==> src/rtl/mrd_pkg.sv <==
// ----------------------------------------------------------------------------
// mrd_pkg: shared types and constants for the Modbus RTU response deframer
// Beat structs, frame status codes and the CRC-16/MODBUS byte update.
// ----------------------------------------------------------------------------
package mrd_pkg;

    // Default saturation point of the held byte counter
    localparam int COUNT_MAX_DEFAULT = 1023;

    // CRC-16/MODBUS constants
    localparam logic [15:0] CHECK_INIT = 16'hFFFF;
    localparam logic [15:0] CHECK_POLY = 16'hA001;

    // Smallest frame: header of three bytes plus two check bytes
    localparam int MIN_FRAME = 5;
    localparam int HEADER_LEN = 3;

    // Header byte positions
    localparam int POS_DEVICE = 0;
    localparam int POS_FUNCTION = 1;
    localparam int POS_LENGTH = 2;

    // Frame status codes
    localparam logic [1:0] FRAME_INCOMPLETE = 2'd0;
    localparam logic [1:0] FRAME_GOOD       = 2'd1;
    localparam logic [1:0] FRAME_BAD        = 2'd2;

    typedef struct packed {
        logic [7:0] rx_byte;
        logic       chunk_end;
    } t_in_beat;

    typedef struct packed {
        logic [9:0]  byte_position;
        logic [1:0]  frame_status;
        logic [7:0]  device_address;
        logic [7:0]  function_code;
        logic [7:0]  payload_length;
        logic        exception_flag;
        logic [15:0] computed_check;
        logic [15:0] received_check;
    } t_out_beat;

    // Fold one byte into the CRC, LSB first, eight shift steps
    function automatic logic [15:0] crc_byte(input logic [15:0] crc, input logic [7:0] b);
        logic [15:0] c;
        c = crc ^ {8'h00, b};
        for (int k = 0; k < 8; k++) begin
            if (c[0]) begin
                c = (c >> 1) ^ CHECK_POLY;
            end else begin
                c = c >> 1;
            end
        end
        return c;
    endfunction

endpackage

==> src/rtl/mrd_core.sv <==
// ----------------------------------------------------------------------------
// mrd_core: frame state and per-byte update
// Holds header, running CRC, captured CRC and byte count; forms one result
// per accepted beat from the state after that byte.
// ----------------------------------------------------------------------------
module mrd_core
    import mrd_pkg::*;
#(
    parameter int COUNT_MAX = COUNT_MAX_DEFAULT
) (
    input  logic      i_clk,
    input  logic      i_rst_n,
    input  logic      i_fire,
    input  t_in_beat  i_beat,
    output t_out_beat o_result
);

    localparam int CW = $clog2(COUNT_MAX + 1);
    localparam logic [CW-1:0] CNT_MAX = CW'(COUNT_MAX);

    logic [CW-1:0] r_held, n_held;
    logic [15:0]   r_crc, n_crc;
    logic [15:0]   r_cap, n_cap;
    logic [7:0]    r_dev, n_dev;
    logic [7:0]    r_fun, n_fun;
    logic [7:0]    r_len, n_len;

    logic [CW-1:0] need;
    logic [CW-1:0] held_inc;
    logic [1:0]    status;

    // Update header, CRC and capture for this byte
    always_comb begin
        n_dev = r_dev;
        n_fun = r_fun;
        n_len = r_len;
        n_crc = r_crc;
        n_cap = r_cap;

        if (r_held == CW'(POS_DEVICE)) begin
            n_dev = i_beat.rx_byte;
        end
        if (r_held == CW'(POS_FUNCTION)) begin
            n_fun = i_beat.rx_byte;
        end
        if (r_held == CW'(POS_LENGTH)) begin
            n_len = i_beat.rx_byte;
        end

        need = CW'(HEADER_LEN) + {{(CW-8){1'b0}}, n_len};

        if (r_held < need) begin
            n_crc = crc_byte(r_crc, i_beat.rx_byte);
        end else if (r_held == need) begin
            n_cap = {r_cap[15:8], i_beat.rx_byte};
        end else if (r_held == need + CW'(1)) begin
            n_cap = {i_beat.rx_byte, r_cap[7:0]};
        end

        // Advance the count, saturating
        held_inc = (r_held < CNT_MAX) ? r_held + CW'(1) : r_held;

        // Judge on a chunk end once the whole frame is held
        status = FRAME_INCOMPLETE;
        if (i_beat.chunk_end && held_inc >= CW'(MIN_FRAME) && held_inc >= need + CW'(2)) begin
            status = (n_crc == n_cap) ? FRAME_GOOD : FRAME_BAD;
        end

        o_result.byte_position  = 10'(r_held);
        o_result.frame_status   = status;
        o_result.device_address = n_dev;
        o_result.function_code  = n_fun;
        o_result.payload_length = n_len;
        o_result.exception_flag = n_fun[7];
        o_result.computed_check = n_crc;
        o_result.received_check = n_cap;

        n_held = held_inc;
    end

    // Commit the frame state, or clear it after a judgement
    always_ff @(posedge i_clk) begin
        if (!i_rst_n) begin
            r_held <= '0;
            r_crc  <= CHECK_INIT;
            r_cap  <= '0;
            r_dev  <= '0;
            r_fun  <= '0;
            r_len  <= '0;
        end else if (i_fire) begin
            if (status != FRAME_INCOMPLETE) begin
                r_held <= '0;
                r_crc  <= CHECK_INIT;
                r_cap  <= '0;
                r_dev  <= '0;
                r_fun  <= '0;
                r_len  <= '0;
            end else begin
                r_held <= n_held;
                r_crc  <= n_crc;
                r_cap  <= n_cap;
                r_dev  <= n_dev;
                r_fun  <= n_fun;
                r_len  <= n_len;
            end
        end
    end

    // A judged frame leaves the state cleared
    a_clear_after_judge: assert property (@(posedge i_clk) disable iff (!i_rst_n)
        (i_fire && status != FRAME_INCOMPLETE) |=> (r_held == '0 && r_crc == CHECK_INIT))
        else $error("frame state not cleared after judgement");

    // A judgement never comes before a minimal frame is held
    a_judge_min: assert property (@(posedge i_clk) disable iff (!i_rst_n)
        (i_fire && status != FRAME_INCOMPLETE) |-> (r_held >= CW'(MIN_FRAME - 1)))
        else $error("frame judged with too few bytes");

    // The counter stays within its saturation point
    a_count_bound: assert property (@(posedge i_clk) disable iff (!i_rst_n)
        r_held <= CNT_MAX)
        else $error("held count beyond maximum");

    // Without an accepted beat the frame state holds
    a_hold_idle: assert property (@(posedge i_clk) disable iff (!i_rst_n)
        (!i_fire && $past(i_rst_n)) |=> ($stable(r_held) && $stable(r_crc)))
        else $error("frame state moved without a beat");

endmodule

==> src/rtl/mrd_out_reg.sv <==
// ----------------------------------------------------------------------------
// mrd_out_reg: result register
// Holds one result beat; takes a new beat in the cycle the held one leaves.
// ----------------------------------------------------------------------------
module mrd_out_reg
    import mrd_pkg::*;
(
    input  logic      i_clk,
    input  logic      i_rst_n,
    input  logic      i_load,
    input  t_out_beat i_data,
    output logic      o_space,
    output logic      o_valid,
    input  logic      i_ready,
    output t_out_beat o_data
);

    logic      r_valid;
    t_out_beat r_data;

    // Room when empty or when the held beat is taken now
    assign o_space = !r_valid || i_ready;

    // Track occupancy
    always_ff @(posedge i_clk) begin
        if (!i_rst_n) begin
            r_valid <= 1'b0;
        end else if (o_space) begin
            r_valid <= i_load;
        end
    end

    // Load payload
    always_ff @(posedge i_clk) begin
        if (o_space && i_load) begin
            r_data <= i_data;
        end
    end

    assign o_valid = r_valid;
    assign o_data  = r_data;

endmodule

==> src/rtl/modbus_rtu_response_deframer.sv <==
// ----------------------------------------------------------------------------
// modbus_rtu_response_deframer: Modbus RTU response deframer with CRC check
// Takes received bytes, tracks the response header and CRC-16/MODBUS, and
// reports each byte's frame status.
// ----------------------------------------------------------------------------
// Every accepted byte produces exactly one result beat, in the next cycle, and
// a new byte is taken every cycle while the result register is empty or being
// drained; throughput is one byte per clock, with the unrolled eight-step CRC
// update done combinationally between frame state and result register. A
// chunk end that completes a frame (at least five bytes and header length
// plus five) reports good or bad CRC and clears the frame state; shorter
// chunks report incomplete and the frame carries on in the next chunk.
module modbus_rtu_response_deframer
    import mrd_pkg::*;
#(
    parameter int COUNT_MAX = COUNT_MAX_DEFAULT
) (
    input  logic      i_clk,
    input  logic      i_rst_n,
    input  logic      i_in_valid,
    output logic      o_in_ready,
    input  t_in_beat  i_in_data,
    output logic      o_out_valid,
    input  logic      i_out_ready,
    output t_out_beat o_out_data
);

    logic      fire;
    logic      space;
    t_out_beat result;

    // Accept a byte whenever the result register has room
    assign o_in_ready = space;
    assign fire       = i_in_valid && space;

    mrd_core #(
        .COUNT_MAX (COUNT_MAX)
    ) u_core (
        .i_clk    (i_clk),
        .i_rst_n  (i_rst_n),
        .i_fire   (fire),
        .i_beat   (i_in_data),
        .o_result (result)
    );

    mrd_out_reg u_out (
        .i_clk   (i_clk),
        .i_rst_n (i_rst_n),
        .i_load  (fire),
        .i_data  (result),
        .o_space (space),
        .o_valid (o_out_valid),
        .i_ready (i_out_ready),
        .o_data  (o_out_data)
    );

endmodule

==> config.mk <==
export PLATFORM = sky130hd
export DESIGN_NAME = modbus_rtu_response_deframer
export DESIGN_NICKNAME = d
export VERILOG_FILES = /design/src/rtl/mrd_pkg.sv /design/src/rtl/mrd_core.sv /design/src/rtl/mrd_out_reg.sv /design/src/rtl/modbus_rtu_response_deframer.sv
export SDC_FILE = /design/constraint.sdc
export NUM_CORES = 1
export LEC_CHECK = 0
export ABC_AREA = 1
export BUFFER_PORTS_ARGS = -buffer_cell sky130_fd_sc_hd__clkbuf_2
export CORE_MARGIN = 1.5
export CORE_UTILIZATION = 55
export CTS_CLUSTER_SIZE = 14
export DETAILED_ROUTE_END_ITERATION = 8
export PLACE_DENSITY = 0.76
export SYNTH_ARGS = -nofsm -noshare
export SYNTH_HDL_FRONTEND = slang
export SYNTH_SLANG_ARGS = --single-unit
==> constraint.sdc <==
create_clock -name i_clk -period 8.91 [get_ports i_clk]
set_input_delay 0.4455 -clock i_clk [delete_from_list [all_inputs] [get_ports i_clk]]
set_output_delay 0.4455 -clock i_clk [all_outputs]
set_load 0.005 [all_outputs]
==> impl_metrics.csv, run 1 <==
group,metric,value,unit
outcome,status,"complete, no violations",
place,dpl_worst_slack,3.70,ns
drt,drt_iter0_drc,503,
drt,antenna_left,0,
worst_setup_path,crit_end,"u_out.o_data[58]",
sta,tightest_slew,0.917,ns
global_routing,overflow,0,
floorplan,placementRows,41,
clock_network,clk_path_buf_depth,2,
place,hpwlAfterDp,12.1,mm
clock_network,cts_resized,0,
worst_setup_path,r2r_slack,3.59,ns
clock_network,numCtsBuffers,17,
yosys,ys.flop_type,"edfxtp_1",
global_routing,grt_max_degree,63,
layout,finalNonFillerCells,1124,
layout,area_growth,14.9,%
sta,finalCriticalPeriod,5.32,ns
worst_setup_path,cp_max_fo,33,
drt,post-route-drc-count,0,
clock_network,cts_hold_buf,0,
clock_network,cts_num_sinks,135,
sta,slew_headroom,38.8,%
sta,tns,0,ns
pwr,powerDensity,212,mW/mm²
drt,wl,17.5,mm
yosys,synthTopCellsByArea,"edfxtp_1 (29%), dfxtp_1 (19%), nand2_1 (13%)",
sta,rsz0062_at_grt,"no",
sta,setup_viol,0,
clock_network,clk_latency,0.43,ns
min_path,hold_class,"input pin to flop",
drt,vias,6094,
sta,fin_crit_sh,59.7,%
sta,clock_skew,0.0113,ns
yosys,avgSynthCellArea,8.27,µm²
yosys,synth_top_cells_by_count,"nand2_1 (252), a21oi_1 (79), inv_1 (71)",
yosys,synth_cell_types,42,
clock_network,clk_pin_slew,0.07,ns
worst_setup_path,worstSetupPathType,"flop to flop",
flow_run,maxCapViolations,0,
clock_network,clockRootBuffer,"clkbuf_16",
yosys,synth_seq_cells,135,
worst_setup_path,critical-path-max-stage-delay,0.52,ns
yosys,synthCells,862,
clock_network,cts_tree,"yes",
clock_network,cts_max_level,4,
place,place_inst,1092,
sta,max_freq,188,MHz
yosys,synth_top_area_share,28.6,%
floorplan,ios,84,
yosys,syn_nets,899,
global_routing,antenna_found_initial,0,
floorplan,initial_core_util,56.5,%
drt,avgViaCountPerCell,5.42,
worst_setup_path,crit_start,"u_core.r_held[0]",
worst_setup_path,worstPathArrival,5.47,ns
layout,nNetsFinal,976,
pwr,vdd_ir_drop_max,0.115,mV
sta,report.final.slew_viol_count,0,
floorplan,die_h,117,µm
floorplan,die_area,0.0137,mm²
worst_setup_path,cp-start-kind,"flop",
yosys,synth_top_area_cell,"edfxtp_1",
worst_setup_path,crit_path_frequent_cell,"nand3_1",
place,routabilityCongestion,0.972,
pwr,finalPower,1.74,mW
global_routing,grt_pass1_vias,5575,
layout,diodes,0,
yosys,async_flop_share,0,%
floorplan,core,0.0126,mm²
worst_setup_path,reg2reg_to,"u_out.o_data[58]",
worst_setup_path,cp-end-kind,"flop",
layout,utilization,64.9,%
global_routing,grt_pass1_wl,28.1,mm
worst_setup_path,r2r-start,"u_core.r_held[0]",
worst_setup_path,worstRegToRegCells,27,
drt,drt_first_pass_iters,5,
yosys,synth_area,0.00713,mm²
sta,finalHoldViolations,0,
yosys,synth-edff-count,68,
yosys,synth-seq-area-share,47.4,%
global_routing,grtUsageTotal,27.5,%
layout,drive_gt1_share,19.7,%
worst_setup_path,required,9.07,ns
pwr,p_leak,3.57,nW
worst_setup_path,critPathSlowestCell,"nand3_1",
yosys,synth.most_common_cell,"nand2_1",
clock_network,cts_setup_buffers,0,
drt,wl_per_cell,15.6,µm
sta,timing.final.ws_setup,3.59,ns
place,numPortBuffers,83,
yosys,yosys_warnings,0,
floorplan,die_w,117,µm
## worst max-delay path: cells and delay by family (launching register included)
| family | cells | cell delay (ns) |
|---|---|---|
| flops | 1 | 0.38 |
| simple gates | 19 | 2.95 |
| fa+ha+maj | 2 | 0.49 |
| buf+inv | 3 | 0.48 |
| compound gates | 2 | 0.54 |
| xor+xnor | 1 | 0.18 |
## flip-flops by register name (all words and copies together) (netlist names)
signal         count
u_core.r_len       8
u_out.o_data      68
u_core.r_cap      16
u_out.o_valid      1
u_core.r_held     10
u_core.r_fun       8
u_core.r_dev       8
u_core.r_crc      16
## report_power, final
part	switching, mW	internal, mW
sequential	0.0221	0.719
clock	0.279	0.355
combinational	0.243	0.121
total	0.544	1.19
## cells by family after synthesis
| logic type | synth area share (%) |
|---|---|
| adders and majority gates | 4.21 |
| DFF | 47.4 |
| xor gates and xnor gates | 4.91 |
| buffers and inverters | 6.51 |
| and+or+nand+nor | 25.8 |
| AOI/OAI and AO/OA | 11.1 |
| other | 0.0526 |
## worst min-delay path by stage
stage / from / to / slack (ns) / cells after the start
2_1_floorplan: u_core.r_len[2] / u_core.r_len[2] / 0.45 / 2
3_3_place_gp: u_core.r_dev[3] / u_core.r_dev[3] / 0.45 / 2
3_5_place_dp: u_core.r_fun[0] / u_core.r_fun[0] / 0.46 / 2
4_1_cts: i_rst_n / u_core.r_crc[8] / 0.30 / 2
5_1_grt: i_rst_n / u_core.r_crc[13] / 0.31 / 2
6_report: i_rst_n / u_core.r_crc[8] / 0.31 / 2
## layer usage
metal	share of wire (%)	wire length, µm	vias to the layer above	global-route usage [%]
met5	0	0	-	0
li1	-	-	2994	-
met1	46	7950	2809	38.1
met3	7.7	1350	41	6.75
met2	44	7690	250	41.9
met4	2.8	495	0	10.3
## metrics by stage
step / hold WS (ns) / cell area [µm²]
finish: 0.313 / 8190
CTS: 0.297 / 8190
global route: 0.307 / 8190
global placement: 0.452 / 7660
detailed placement: 0.456 / 7660
floorplan: 0.445 / 7130
## cells in the final DEF (no fill, tap or decap), drive strengths merged
cell / netlist / final
buf: 8 / 4
nand2: 280 / 280
o21a: 1 / 1
a21oi: 79 / 79
xnor2: 16 / 16
o2111ai: 1 / 1
edfxtp: 68 / 68
conb: 1 / 1
or2: 2 / 2
nand4: 14 / 14
nor2: 47 / 47
nor3: 8 / 8
o211ai: 8 / 8
dfxtp: 67 / 67
clkinvlp: 0 / 6
xor2: 24 / 24
nor4: 3 / 3
nand3b: 1 / 1
o21bai: 2 / 2
o21ai: 54 / 54
ha: 24 / 24
o31ai: 1 / 1
or4: 1 / 1
clkinv: 2 / 9
inv: 86 / 88
clkbuf: 21 / 100
nand3: 43 / 43
## cell type report
class                           count  area [µm²]
Clock buffer                       17         425
Clock inverter                     15         105
Fill cell                        1109        4430
Inverter                           88         332
Multi-Input combinational cell    610        3290
Sequential cell                   135        3380
Tap cell                          172         215
Timing Repair Buffer               87         445
Power figures use the tool's default switching activity.
==> run 2, diff against run 1 <==
Clock period 8.91 ns to 4.95 ns, I/O delays scaled along.
==> run 2 against run 1 <==
Core utilization increased by 1.6 points. Cell count is 1.1% higher. Sequential power rose by 81%. Critical path depth increased by 4. Setup slack got worse by 3.3 ns. Power rose by 89%. Count of clock-buffer cells in the layout rose by 7. Clock skew shrank 0.0027 ns. Maximum frequency is 14% higher. Die area unchanged. Cell area grew 2.4%. Largest cell class unchanged.
==> impl_metrics.csv, run 2 (synthesis gave the netlist of run 1 again) <==
group,metric,value,unit
floorplan,initial_core_util,56.5,%
sta,clock_skew,0.00865,ns
floorplan,die_area,0.0137,mm²
global_routing,overflow,0,
layout,nNetsFinal,988,
clock_network,cts_num_sinks,135,
pwr,p_leak,3.68,nW
layout,final_area,0.00839,mm²
clock_network,clockRootBuffer,"clkbuf_16",
global_routing,antenna_found_initial,0,
sta,slew_headroom,30.2,%
drt,vias,6109,
global_routing,grt_max_degree,91,
pwr,p_comb_share,20.1,%
min_path,hold_class,"input pin to flop",
worst_setup_path,worstRegToRegCells,31,
place,numPortBuffers,83,
place,place_inst,1102,
global_routing,grtUsageTotal,26.8,%
place,hpwlAfterDp,12.3,mm
layout,final_common_cell,"nand2_1",
layout,fill_cells,1077,
clock_network,numCtsBuffers,17,
clock_network,clk_latency,0.42,ns
drt,drt_first_pass_iters,6,
layout,largest_reg_flops,68,
min_path,hold_path_depth,2,
flow_run,maxCapViolations,0,
sta,timing.final.ws_setup,0.294,ns
layout,multi_input_area,0.00330,mm²
drt,wl,17.7,mm
layout,seqCellArea,0.00339,mm²
sta,finalHoldViolations,0,
sta,rsz0062_at_grt,"no",
worst_setup_path,worstSetupPathType,"flop to flop",
drt,antenna_left,0,
sta,max_freq,215,MHz
sta,report.final.slew_viol_count,0,
pwr,p_seq_share,40.7,%
place,routabilityCongestion,0.997,
floorplan,die_h,117,µm
outcome,status,"complete, no violations",
worst_setup_path,cp-end-kind,"flop",
sta,fin_crit_sh,94.1,%
worst_setup_path,critPathSlowestCell,"dfxtp_2",
drt,drt_iter0_drc,704,
sta,tns,0,ns
pwr,powerDensity,392,mW/mm²
pwr,switching_share,28.5,%
worst_setup_path,cp-start-kind,"flop",
sta,tightest_slew,1.05,ns
layout,layout_common_cells,"nand2_1 (251), clkbuf_2 (83), a21oi_1 (78)",
global_routing,grt_pass1_wl,27.7,mm
sta,setup_viol,0,
drt,avgViaCountPerCell,5.38,
layout,drive_gt1_share,21.0,%
worst_setup_path,worstPathArrival,4.82,ns
clock_network,cts_max_level,4,
floorplan,die_w,117,µm
worst_setup_path,required,5.11,ns
floorplan,ios,84,
floorplan,core,0.0126,mm²
worst_setup_path,critical-path-max-stage-delay,0.41,ns
place,placed_area,0.00775,mm²
clock_network,cts_tree,"yes",
sta,finalCriticalPeriod,4.66,ns
pwr,vdd_ir_drop_max,0.309,mV
drt,post-route-drc-count,0,
global_routing,grt_pass1_vias,5476,
floorplan,placementRows,41,
pwr,clkPwrFrac,39.2,%
clock_network,clk_pin_slew,0.06,ns
layout,finalNonFillerCells,1136,
pwr,netSwitchingPower,0.937,mW
worst_setup_path,cp_max_fo,7,
worst_setup_path,crit_path_frequent_cell,"nand2_1",
pwr,internal-power,2.35,mW
drt,wl_per_cell,15.6,µm
layout,area_growth,17.7,%
layout,diodes,0,
clock_network,clk_path_buf_depth,2,
place,dpl_worst_slack,0.160,ns
-- run 2: cell types whose count changed in the layout (fill, tap and decap cells not counted), moves of 2 or more --
| cell | delta |
|---|---|
| clkbuf_8 | +3 |
| buf_4 | +10 |
| inv_6 | -2 |
| bufinv_16 | +3 |
| clkbuf_1 | +4 |
| clkinvlp_4 | -5 |
| dfxtp_2 | +2 |
| clkinv_2 | -2 |
| dfxtp_1 | -2 |
-- run 2: layout make-up --
class / count / area share, %
clock inverter: 8 / 1.45
timing repair buffer: 99 / 6.58
multi-input combinational: 610 / 39.4
clock buffer: 24 / 5.74
inverter: 88 / 3.95
sequential: 135 / 40.4
tap: 172 / 2.57
-- run 2: per-stage QoR --
step / power [mW] / hold slack (ns) / util [%]
after floorplan: 1.79 / 0.346 / -
after global placement: 1.99 / 0.452 / 61.4
after detailed placement: 1.99 / 0.455 / 61.4
after CTS: 3.29 / 0.129 / 66.2
after global routing: 3.42 / 0.146 / 66.5
final: 3.29 / 0.144 / 66.5
-- run 2: repair_timing --
action | 4_1_cts | 5_1_grt
endpoints found under the hold margin | 0 | 0
setup endpoints to repair | 0 | 2
resized for setup | 0 | 8
hold buffers | 0 | 0
buffers inserted | 0 | 2
-- run 2: worst paths after layout --
check,startpoint,to,slack (ns)
hold / removal,i_rst_n,u_core.r_crc[12],0.14
setup / recovery,u_core.r_held[0],u_out.o_data[58],0.29
setup reg to reg,u_core.r_held[0],u_out.o_data[58],0.29
hold reg to reg,u_core.r_cap[12],u_core.r_cap[12],0.47
-- run 2: critical path, delay by kind of cell (launching register included) --
| family | cells | cell delay (ns) |
|---|---|---|
| AO/OA/AOI/OAI | 1 | 0.14 |
| adder cells (fa/ha/maj) | 2 | 0.52 |
| buffers and inverters | 4 | 0.40 |
| flip-flops | 1 | 0.41 |
| AND/OR/NAND/NOR | 24 | 2.91 |
-- run 2: metal layers --
| layer | routed length, µm | global-route usage [%] | vias up |
|---|---|---|---|
| met5 | 0 | 0 | - |
| li1 | - | - | 3020 |
| met1 | 7800 | 36.4 | 2787 |
| met4 | 444 | 11.5 | 0 |
| met2 | 8160 | 41.7 | 265 |
| met3 | 1320 | 6.02 | 37 |
-- run 2: power groups by stage --
stage / Sequential (mW) / Clock (mW) / Combinational, mW
after global routing: 1.35 / 1.34 / 0.727
final: 1.34 / 1.29 / 0.662
after floorplan: 1.36 / 0 / 0.426
after detailed placement: 1.36 / 0 / 0.636
after CTS: 1.34 / 1.31 / 0.644
after global placement: 1.36 / 0 / 0.632
